**config.mk**
```make
export PLATFORM = sky130hd
export DESIGN_NAME = telemetry_frame_serializer_core_flat
export DESIGN_NICKNAME = d
export VERILOG_FILES = /design/src/hw/rtl/tfs_pkg.sv /design/src/hw/rtl/tfs_if.sv /design/src/hw/rtl/tfs_digit_split.sv /design/src/hw/rtl/telemetry_frame_serializer_core.sv /design/src/flat_wrapper.sv
export SDC_FILE = /design/constraint.sdc
export NUM_CORES = 1
export LEC_CHECK = 0
export BUFFER_PORTS_ARGS = -buffer_cell sky130_fd_sc_hd__buf_2
export CAP_MARGIN = 30
export CORE_MARGIN = 1
export CORE_UTILIZATION = 30
export DETAILED_ROUTE_END_ITERATION = 8
export SETUP_SLACK_MARGIN = 0.1
export SLEW_MARGIN = 20
export SYNTH_ARGS = -nofsm -noshare
export SYNTH_HDL_FRONTEND = slang
export SYNTH_SLANG_ARGS = --single-unit
```
**constraint.sdc**
```tcl
create_clock -name clk -period 3.4 [get_ports clk]
set_clock_uncertainty 0.05 [all_clocks]
set_input_delay 0.68 -clock clk [delete_from_list [all_inputs] [get_ports clk]]
set_output_delay 0.68 -clock clk [all_outputs]
set_load 0.01 [all_outputs]
```
**src/hw/rtl/tfs_pkg.sv**
```systemverilog
// Package: widths, ASCII codes, digit types and frame byte selection for the telemetry serializer.
`default_nettype none

package tfs_pkg;

	localparam int DigitW  = 4;
	localparam int ValueW  = 10;
	localparam int ByteW   = 8;
	localparam int FrameLen = 21;
	localparam int IdxW    = $clog2(FrameLen);

	localparam logic [IdxW-1:0] IdxLast = IdxW'(FrameLen - 1);

	localparam logic [DigitW-1:0] DigitMax = 4'd9;
	localparam logic [ValueW-1:0] ValueMax = 10'd999;

	localparam logic [ByteW-1:0] ChDollar = 8'd36;
	localparam logic [ByteW-1:0] ChComma  = 8'd44;
	localparam logic [ByteW-1:0] ChPoint  = 8'd46;
	localparam logic [ByteW-1:0] ChZero   = 8'd48;
	localparam logic [ByteW-1:0] ChCr     = 8'd13;

	// Byte positions inside "$A,D,M,PPP,VV.V,TT.T<CR>"
	typedef enum logic [IdxW-1:0] {
		POS_DOLLAR = 5'd0,
		POS_CUR    = 5'd1,
		POS_COMMA0 = 5'd2,
		POS_TGT    = 5'd3,
		POS_COMMA1 = 5'd4,
		POS_MOTOR  = 5'd5,
		POS_COMMA2 = 5'd6,
		POS_POS_H  = 5'd7,
		POS_POS_T  = 5'd8,
		POS_POS_U  = 5'd9,
		POS_COMMA3 = 5'd10,
		POS_SPD_H  = 5'd11,
		POS_SPD_T  = 5'd12,
		POS_SPD_P  = 5'd13,
		POS_SPD_U  = 5'd14,
		POS_COMMA4 = 5'd15,
		POS_TMP_H  = 5'd16,
		POS_TMP_T  = 5'd17,
		POS_TMP_P  = 5'd18,
		POS_TMP_U  = 5'd19,
		POS_CR     = 5'd20
	} frame_pos_t;

	typedef struct packed {
		logic [DigitW-1:0] hund;
		logic [DigitW-1:0] tens;
		logic [DigitW-1:0] units;
	} three_digit_t;

	typedef struct packed {
		logic [DigitW-1:0] cur;
		logic [DigitW-1:0] tgt;
		logic [DigitW-1:0] motor;
		three_digit_t      pos;
		three_digit_t      spd;
		three_digit_t      tmp;
	} frame_digits_t;

	function automatic logic [ByteW-1:0] to_ascii(input logic [DigitW-1:0] d);
		return ChZero + {{(ByteW-DigitW){1'b0}}, d};
	endfunction

	function automatic logic [DigitW-1:0] sat_digit(input logic [DigitW-1:0] d);
		return (d > DigitMax) ? DigitMax : d;
	endfunction

	function automatic logic [ByteW-1:0] frame_byte_at(input frame_digits_t f,
		input logic [IdxW-1:0] idx);
		logic [ByteW-1:0] b;
		b = ChCr;
		unique case (frame_pos_t'(idx))
			POS_DOLLAR: b = ChDollar;
			POS_CUR:    b = to_ascii(f.cur);
			POS_TGT:    b = to_ascii(f.tgt);
			POS_MOTOR:  b = to_ascii(f.motor);
			POS_POS_H:  b = to_ascii(f.pos.hund);
			POS_POS_T:  b = to_ascii(f.pos.tens);
			POS_POS_U:  b = to_ascii(f.pos.units);
			POS_SPD_H:  b = to_ascii(f.spd.hund);
			POS_SPD_T:  b = to_ascii(f.spd.tens);
			POS_SPD_U:  b = to_ascii(f.spd.units);
			POS_TMP_H:  b = to_ascii(f.tmp.hund);
			POS_TMP_T:  b = to_ascii(f.tmp.tens);
			POS_TMP_U:  b = to_ascii(f.tmp.units);
			POS_SPD_P, POS_TMP_P: b = ChPoint;
			POS_COMMA0, POS_COMMA1, POS_COMMA2, POS_COMMA3, POS_COMMA4: b = ChComma;
			POS_CR:     b = ChCr;
			default:    b = ChCr;
		endcase
		return b;
	endfunction

endpackage

`default_nettype wire

```
**src/hw/rtl/tfs_if.sv**
```systemverilog
// Interfaces: snapshot input channel and frame byte output channel.
`default_nettype none

interface tfs_snap_if;
	logic                            valid;
	logic                            ready;
	logic [tfs_pkg::DigitW-1:0]      current_floor;
	logic [tfs_pkg::DigitW-1:0]      target_floor;
	logic [tfs_pkg::DigitW-1:0]      motor_state;
	logic [tfs_pkg::ValueW-1:0]      position_mm;
	logic [tfs_pkg::ValueW-1:0]      speed_tenths;
	logic [tfs_pkg::ValueW-1:0]      temperature_tenths;

	modport source (output valid, current_floor, target_floor, motor_state,
		position_mm, speed_tenths, temperature_tenths, input ready);
	modport sink (input valid, current_floor, target_floor, motor_state,
		position_mm, speed_tenths, temperature_tenths, output ready);
endinterface

interface tfs_byte_if;
	logic                       valid;
	logic                       ready;
	logic [tfs_pkg::ByteW-1:0]  frame_byte;
	logic                       frame_last;

	modport source (output valid, frame_byte, frame_last, input ready);
	modport sink (input valid, frame_byte, frame_last, output ready);
endinterface

`default_nettype wire

```
**src/hw/rtl/tfs_digit_split.sv**
```systemverilog
// Saturate a 10-bit value to 999 and split it into hundreds, tens and units.
`default_nettype none

module tfs_digit_split (
	input  wire logic [tfs_pkg::ValueW-1:0] value,
	output tfs_pkg::three_digit_t           digits
);
	import tfs_pkg::*;

	logic [ValueW-1:0] sat;
	logic [15:0]       hund_prod;
	logic [DigitW-1:0] hund;
	logic [6:0]        rem;
	logic [14:0]       tens_prod;
	logic [DigitW-1:0] tens;

	// Divide by 100 as *41 >> 12 and by 10 as *205 >> 11; exact in these ranges.
	always_comb begin
		sat       = (value > ValueMax) ? ValueMax : value;
		hund_prod = {6'd0, sat} * 16'd41;
		hund      = hund_prod[15:12];
		rem       = 7'(sat - (ValueW'(hund) * 10'd100));
		tens_prod = {8'd0, rem} * 15'd205;
		tens      = tens_prod[14:11];
		digits.hund  = hund;
		digits.tens  = tens;
		digits.units = DigitW'(rem - (7'(tens) * 7'd10));
	end

endmodule

`default_nettype wire

```
**src/hw/rtl/telemetry_frame_serializer_core.sv**
```systemverilog
// Top level: telemetry snapshot to 21-byte ASCII frame serializer.
`default_nettype none

// Each accepted snapshot becomes the frame "$A,D,M,PPP,VV.V,TT.T" plus a carriage
// return, sent one byte per output transaction with frame_last set on the carriage
// return. The output port carries one byte per cycle while frame.ready is not held
// low, and back-to-back snapshots stream with no gap between frames. One snapshot
// is held in a buffer stage (already converted to digits) while the previous frame
// streams; from there a frame's bytes pass through the serializer stage and the output
// byte register. Out-of-range digits saturate to 9 and three-digit values to 999.
module telemetry_frame_serializer_core (
	input  wire logic   clk,
	input  wire logic   arst_n,
	tfs_snap_if.sink    snap,
	tfs_byte_if.source  frame
);
	import tfs_pkg::*;

	three_digit_t      pos_d;
	three_digit_t      spd_d;
	three_digit_t      tmp_d;
	frame_digits_t     conv;
	frame_digits_t     dig_s1;
	logic              vld_s1;
	frame_digits_t     dig_s2;
	logic              busy_q;
	logic [IdxW-1:0]   idx_q;
	logic              out_vld_q;
	logic [ByteW-1:0]  out_byte_q;
	logic              out_last_q;

	logic out_free;
	logic emit;
	logic frame_done;
	logic load_s2;
	logic take;

	tfs_digit_split u_pos (.value(snap.position_mm),        .digits(pos_d));
	tfs_digit_split u_spd (.value(snap.speed_tenths),       .digits(spd_d));
	tfs_digit_split u_tmp (.value(snap.temperature_tenths), .digits(tmp_d));

	always_comb begin
		conv.cur   = sat_digit(snap.current_floor);
		conv.tgt   = sat_digit(snap.target_floor);
		conv.motor = sat_digit(snap.motor_state);
		conv.pos   = pos_d;
		conv.spd   = spd_d;
		conv.tmp   = tmp_d;
	end

	always_comb begin
		out_free   = !out_vld_q || frame.ready;
		emit       = busy_q && out_free;
		frame_done = emit && (idx_q == IdxLast);
		load_s2    = vld_s1 && (!busy_q || frame_done);
		take       = snap.valid && snap.ready;
		snap.ready = !vld_s1 || load_s2;
	end

	// Buffer stage: hold converted snapshot until the serializer picks it up
	always_ff @(posedge clk or negedge arst_n) begin
		if (!arst_n) begin
			vld_s1 <= 1'b0;
		end else if (take) begin
			vld_s1 <= 1'b1;
		end else if (load_s2) begin
			vld_s1 <= 1'b0;
		end
	end

	always_ff @(posedge clk) begin
		if (take) begin
			dig_s1 <= conv;
		end
	end

	// Serializer: advance one byte per output slot
	always_ff @(posedge clk or negedge arst_n) begin
		if (!arst_n) begin
			busy_q <= 1'b0;
			idx_q  <= '0;
		end else if (load_s2) begin
			busy_q <= 1'b1;
			idx_q  <= '0;
		end else if (frame_done) begin
			busy_q <= 1'b0;
			idx_q  <= '0;
		end else if (emit) begin
			idx_q <= idx_q + 1'b1;
		end
	end

	always_ff @(posedge clk) begin
		if (load_s2) begin
			dig_s2 <= dig_s1;
		end
	end

	always_ff @(posedge clk or negedge arst_n) begin
		if (!arst_n) begin
			out_vld_q <= 1'b0;
		end else if (out_free) begin
			out_vld_q <= emit;
		end
	end

	always_ff @(posedge clk) begin
		if (emit) begin
			out_byte_q <= frame_byte_at(dig_s2, idx_q);
			out_last_q <= (idx_q == IdxLast);
		end
	end

	always_comb begin
		frame.valid      = out_vld_q;
		frame.frame_byte = out_byte_q;
		frame.frame_last = out_last_q;
	end

`ifndef NO_ASSERTIONS
	a_last_is_cr: assert property (@(posedge clk) disable iff (!arst_n)
		frame.valid && frame.frame_last |-> frame.frame_byte == ChCr)
		else $error("frame_last set on a byte other than carriage return");

	a_idx_range: assert property (@(posedge clk) disable iff (!arst_n)
		busy_q |-> idx_q <= IdxLast)
		else $error("serializer index beyond frame length");

	a_first_dollar: assert property (@(posedge clk) disable iff (!arst_n)
		emit && idx_q == '0 |=> frame.valid && frame.frame_byte == ChDollar)
		else $error("frame does not start with dollar sign");

	a_take_buffers: assert property (@(posedge clk) disable iff (!arst_n)
		take |=> vld_s1 || busy_q)
		else $error("accepted snapshot lost");
`endif

endmodule

`default_nettype wire
```
**src/flat_wrapper.sv**
```systemverilog
// flat-port wrapper written by rule: the top's interface ports become plain ports
module telemetry_frame_serializer_core_flat import tfs_pkg::*;
  (clk, arst_n, snap_valid, snap_current_floor, snap_target_floor, snap_motor_state, snap_position_mm, snap_speed_tenths, snap_temperature_tenths, snap_ready, frame_valid, frame_frame_byte, frame_frame_last, frame_ready);
  tfs_snap_if snap_i ();
  tfs_byte_if frame_i ();
  input  wire logic clk;
  input  wire logic arst_n;
  input wire logic [$bits(snap_i.valid)-1:0] snap_valid;
  input wire logic [$bits(snap_i.current_floor)-1:0] snap_current_floor;
  input wire logic [$bits(snap_i.target_floor)-1:0] snap_target_floor;
  input wire logic [$bits(snap_i.motor_state)-1:0] snap_motor_state;
  input wire logic [$bits(snap_i.position_mm)-1:0] snap_position_mm;
  input wire logic [$bits(snap_i.speed_tenths)-1:0] snap_speed_tenths;
  input wire logic [$bits(snap_i.temperature_tenths)-1:0] snap_temperature_tenths;
  output wire logic [$bits(snap_i.ready)-1:0] snap_ready;
  output wire logic [$bits(frame_i.valid)-1:0] frame_valid;
  output wire logic [$bits(frame_i.frame_byte)-1:0] frame_frame_byte;
  output wire logic [$bits(frame_i.frame_last)-1:0] frame_frame_last;
  input wire logic [$bits(frame_i.ready)-1:0] frame_ready;
  assign snap_i.valid = snap_valid;
  assign snap_i.current_floor = snap_current_floor;
  assign snap_i.target_floor = snap_target_floor;
  assign snap_i.motor_state = snap_motor_state;
  assign snap_i.position_mm = snap_position_mm;
  assign snap_i.speed_tenths = snap_speed_tenths;
  assign snap_i.temperature_tenths = snap_temperature_tenths;
  assign snap_ready = snap_i.ready;
  assign frame_valid = frame_i.valid;
  assign frame_frame_byte = frame_i.frame_byte;
  assign frame_frame_last = frame_i.frame_last;
  assign frame_i.ready = frame_ready;
  telemetry_frame_serializer_core u_core (.clk(clk), .arst_n(arst_n), .snap(snap_i), .frame(frame_i));
endmodule
```
# [After elaboration in Yosys (flattened, before gate mapping)]
# Cells that the tools add are included.
[word_totals] output_inout_bits=11 elab_cells=114 ff_bits=113 n_memories=0 mem_bits_ro=0 ramBits=0 latch_bits=0 in_bits=46
[op_classes] div_mod_pow=0 addsub=19 muxes=11 mul=12 eq_ne=20 shifts=0 bitwise=0 magnitude_cmp=6 reduce_logical=16
[op_table] cell="8-bit one-hot mux with 15 select lines" n=1
[op_table] cell="6-bit by 4-bit adder with 7-bit output (first input constant)" n=12
[op_table] cell="10-bit by 6-bit multiplier with 16-bit output (second input constant)" n=3
[op_table] cell="7-bit by 8-bit multiplier with 15-bit output (second input constant)" n=3
[op_table] cell="5-bit by 4-bit equality test with 1-bit output (second input constant)" n=8
[op_table] cell="10-bit > comparator (second input constant)" n=3
[op_table] cell="10-bit 2-to-1 mux" n=3
[op_table] cell="5-bit equality test (second input constant)" n=5
[op_table] cell="7-bit subtractor" n=3
[op_table] cell="5-bit by 3-bit equality test with 1-bit output (second input constant)" n=4
[op_table] cell="4-bit by 5-bit multiplier with 5-bit output (second input constant)" n=3
[op_table] cell="5-bit 2-to-1 mux" n=3
[op_table] cell="4-bit > comparator (second input constant)" n=3
[op_table] cell="4-bit by 3-bit multiplier with 3-bit output (second input constant)" n=3
[op_table] cell="4-bit subtractor" n=3
[op_table] cell="5-bit by 2-bit equality test with 1-bit output (second input constant)" n=2
[op_table] cell="5-bit by 1-bit adder with 5-bit output (second input constant)" n=1
[op_table] cell="5-bit by 1-bit equality test with 1-bit output (second input constant)" n=1
[op_table] cell="5-bit zero test" n=1
[op_table] cell="5-bit OR reduction" n=1
[op_table] cell="1-bit logical AND" n=4
[op_table] cell="1-bit 2-to-1 mux" n=4
[op_table] cell="2-bit nonzero test" n=2
[op_table] cell="1-bit zero test" n=3
[op_table] cell="other kinds (3)" n=5

# [Longest topological paths before layout]
[logic_depth] ltp_word=9 depth_mapped=45 mapped_depth_nobuf=45

# [By module]
# A second synthesis with hierarchy kept.
[unflattened] cells_unflattened=958 area_unflattened_um2=10470.0
[modules_own_cells] module="telemetry_frame_serializer_core" instances=1 cells_per_inst=254 area_each_um2=4316.6 seq_area_each_um2=3293.2
[modules_own_cells] module="tfs_digit_split (u_core.u_spd)" instances=1 cells_per_inst=244 area_each_um2=2084.5 seq_area_each_um2=0.0
[modules_own_cells] module="tfs_digit_split (u_core.u_tmp)" instances=1 cells_per_inst=234 area_each_um2=2078.2 seq_area_each_um2=0.0
[modules_own_cells] module="tfs_digit_split (u_core.u_pos)" instances=1 cells_per_inst=226 area_each_um2=1990.7 seq_area_each_um2=0.0

# [Least setup slack after synthesis]
# No wires, ideal clock.
[synth_path] path_kind="input-to-reg" from="in snap_position_mm[5]" to="reg u_core.dig_s1[27] (netlist bit) (data pin)" arrival_ns=8.993 path_buffers=2 setup_time_ns=0.260 setup_slack_ns=-5.903 required_time_ns=3.090 path_stages=44 cell_sequence="buf_4 -> nand4_2 -> or2_2 -> and2_1 -> clkbuf_1 -> ha_1 -> inv_1 -> fa_1 -> inv_1 -> ha_1 -> ha_1 -> a21o_1 -> a211oi_2 -> a22oi_2 -> a31oi_4 -> o21bai_1 -> a21oi_1 -> xnor2_1 -> (+8 left out) -> fa_1 -> inv_1 -> ha_1 -> inv_1 -> fa_1 -> inv_1 -> ha_1 -> a21o_1 -> a211oi_1 -> o21ai_0 -> a21oi_1 -> xnor2_1 -> ha_1 -> inv_1 -> fa_1 -> xor2_1 -> xnor2_1 -> xnor2_1"
[synth_rtl] item="from (decl)" line_no="flat_wrapper.sv:12" text="input wire logic [$bits(snap_i.position_mm)-1:0] snap_position_mm;"
[synth_rtl] item="to (signal assigned)" line_no="telemetry_frame_serializer_core.sv:73" text="dig_s1 <= conv;"
[synth_rtl] item="to (decl)" line_no="telemetry_frame_serializer_core.sv:23" text="frame_digits_t dig_s1;"

==> results.py <==
metrics = {
    "clocking": {
        "clock_path_buffers": 2,
        "cts_sinks": 111,
        "cts_buffers": 9,
        "ctsHoldBuffers": 0,
        "insertion_delay_ns": 0.34,
        "cts_tree": "done",
        "cts_root_buf": "clkbuf_16",
        "htreeDepth": 3,
        "cts.reportedPaths.clkPinSlew_ns": 0.07,
    },
    "die": {
        "die_y_um": 184,
        "die_x_um": 184,
        "pin_count": 57,
        "core_um2": 32500,
        "die_area_um2": 33800,
        "initial_utilization_pct": 30.5,
        "rows": 66,
    },
    "yosys": {
        "ys_ff_latch": 111,
        "ys_top_cells_by_count": "216 x ha_1, 160 x inv_1, 103 x edfxtp_1, 50 x xnor2_1, 41 x fa_1",
        "synth_edf_count": 103,
        "synth_warnings": 0,
        "synth_ff_type": "edfxtp_1",
        "synthArstFlopShare_pct": 7.21,
        "synth_cells": 909,
        "synth_top_area_share_pct": 31.2,
        "ys_types": 70,
        "synth_area_leaders": "edfxtp_1 31%, ha_1 27%, fa_1 8.3%",
        "syn_area_per_cell_um2": 10.9,
        "ys_seq_area_share_pct": 33.2,
        "yosysTopAreaCell": "edfxtp_1",
        "synth_area_um2": 9910,
        "synth.most_common_cell": "ha_1",
    },
    "finish": {
        "fillers": 3076,
        "diodes": 0,
        "layout.nets": 1441,
        "area_growth_pct": 36.5,
        "drive_gt1_share_pct": 39.5,
    },
    "timing": {
        "tightest_slew_ns": 0.617,
        "slew_headroom_pct": 58.9,
        "hold_viol_final": 0,
        "setup_violations": 33,
        "setup_ws_ns": -5.16,
        "slew_viol_final": 0,
        "clock.fmax_ghz": 0.117,
        "rsz0062_at_grt": "true",
        "fin_crit_sh_pct": 252,
        "fin_crit_ns": 8.56,
        "holdWs_ns": 0.118,
    },
    "routing": {
        "drc": 0,
        "vias_per_cell": 4.43,
        "routed_wl_mm": 20.4,
        "ant_nets": 0,
        "wire_per_inst_um": 12.9,
        "dr.pass1.iters": 5,
        "drtIter0Drc": 362,
        "num_vias": 7017,
    },
    "flow_run": {
        "drv_cap": 0,
    },
    "placement": {
        "dp_hpwl_mm": 16.3,
        "gp_congestion": 0.837,
        "port_buffers": 54,
    },
    "critical_path": {
        "cp_slowest_cell": "fa_1",
        "required_ns": 3.44,
        "crit_path_max_incr_delay_ns": 0.50,
        "critPathMostFrequentCell": "ha_1",
        "crit_arrival_ns": 8.60,
        "path_class": "primary input to flop",
        "r2r_slack_ns": 0.61,
        "cp_max_fo": 3,
        "cp-end-kind": "flop",
        "start_kind": "primary input",
    },
    "global_routing": {
        "overflow": 0,
        "grt_pass1_vias": 7270,
        "antenna_found_initial": 0,
        "grt_pass1_wl_mm": 33.8,
        "grt_start_max_net_pins": 36,
        "track_usage_pct": 12.4,
    },
    "outcome": {
        "violations": "setup timing",
        "status": "complete, but fails checks",
    },
    "worst_hold_path": {
        "hold_path.class": "primary input to async pin",
    },
}
==> layout by cell type (no fill, tap or decap), types with 5 or more instances in the layout <==
cell type / count
a22oi_1: 6
nand3_1: 10
nor2b_1: 12
nor2_2: 6
nand2b_1: 9
inv_2: 33
edfxtp_1: 103
nand2_1: 18
ha_2: 8
buf_4: 171
mux2i_1: 5
a21o_1: 6
o21ai_0: 16
fa_2: 6
nand2_2: 5
ha_4: 32
ha_1: 176
a21oi_1: 13
xnor2_2: 12
a22o_1: 5
nand4_1: 6
o21a_1: 6
a21oi_2: 11
nor2_1: 28
or2_4: 6
buf_6: 30
xnor2_1: 34
xor2_1: 9
xnor2_4: 5
dfrtp_1: 8
a221oi_1: 6
buf_2: 46
or2_2: 6
inv_1: 127
fa_1: 35
clkbuf_16: 9
==> per-stage QoR <==
stage | worst slack, ns | area (um2) | utilization [%] | instances | TNS, ns
finish | -5.16 | 13500 | 41.6 | 1584 | -100.68
detailed placement | -5.81 | 12100 | 37.3 | 1533 | -116.87
global placement | -5.72 | 12100 | 37.3 | 1533 | -113.99
global route | -5.51 | 13500 | 41.6 | 1584 | -108.90
floorplan | -5.33 | 10200 | - | 910 | -102.58
CTS | -5.13 | 13200 | 40.5 | 1581 | -102.31
==> cell type report <==
cell class | count | area, um2 | area share, %
inverter | 162 | 608 | 4.49
sequential | 111 | 3290 | 24.3
tap | 442 | 553 | 4.09
timing repair buffer | 251 | 1920 | 14.2
clock buffer | 10 | 229 | 1.69
multi-input combinational | 603 | 6890 | 50.9
clock inverter | 5 | 35.0 | 0.259
==> state kept, by name, indices dropped and copies added, names as in the netlist <==
| register | flops |
|---|---|
| u_core.dig_s1 | 48 |
| u_core.busy_q | 1 |
| u_core.dig_s2 | 48 |
| u_core.vld_s1 | 1 |
| u_core.idx_q | 5 |
| u_core.frame.frame_byte | 6 |
| u_core.frame.valid | 1 |
| u_core.frame.frame_last | 1 |
==> cells by family after synthesis <==
kind of cell             share of synthesized area [%]
multiplexers                                     0.618
AND/OR/NAND/NOR                                   7.87
adder cells (fa/ha/maj)                           36.0
flip-flops                                        33.2
XOR/XNOR                                          5.64
AO/OA/AOI/OAI                                     9.12
buffers and inverters                             7.53
other                                           0.0378
==> worst max-delay path, delay by kind of cell <==
| family | cells | cell delay, ns |
|---|---|---|
| xor+xnor | 5 | 0.68 |
| simple gates | 7 | 1.52 |
| buf+inv | 8 | 0.89 |
| compound gates | 7 | 0.96 |
| fa+ha+maj | 13 | 3.87 |
==> final timing paths <==
kind | from | endpoint | depth (start not counted)
min reg2reg | u_core.dig_s1[12]$_DFFE_PP_ | u_core.dig_s2[12]$_DFFE_PP_ | 0
max | snap_speed_tenths[4] | u_core.dig_s1[15]$_DFFE_PP_ | 40
min | arst_n | u_core.frame.valid$_DFFE_PN0P_ | 1
max in group asynchronous | arst_n | u_core.idx_q[1]$_DFFE_PN0P_ | 1
max reg2reg | u_core.idx_q[0]$_DFFE_PN0P_ | u_core.dig_s1[22]$_DFFE_PP_ | 8
min in group clk | u_core.dig_s1[12]$_DFFE_PP_ | u_core.dig_s2[12]$_DFFE_PP_ | 0
==> repair_timing <==
action	in CTS	in global routing
setup endpoints to repair	33	33
hold endpoints to repair	0	0
pin swaps	94	53
gates resized for setup	100	70
buffers inserted	43	19
==> per-layer routing <==
layer	GRT usage (%)	routed length [um]
met3	1.41	361
met4	2.83	264
met5	0	0
met2	22.6	10400
met1	15.6	9430
Power is left out: the tool's default activity adds up to more than one toggle a clock period on the data nets, which glitch-free logic cannot reach.
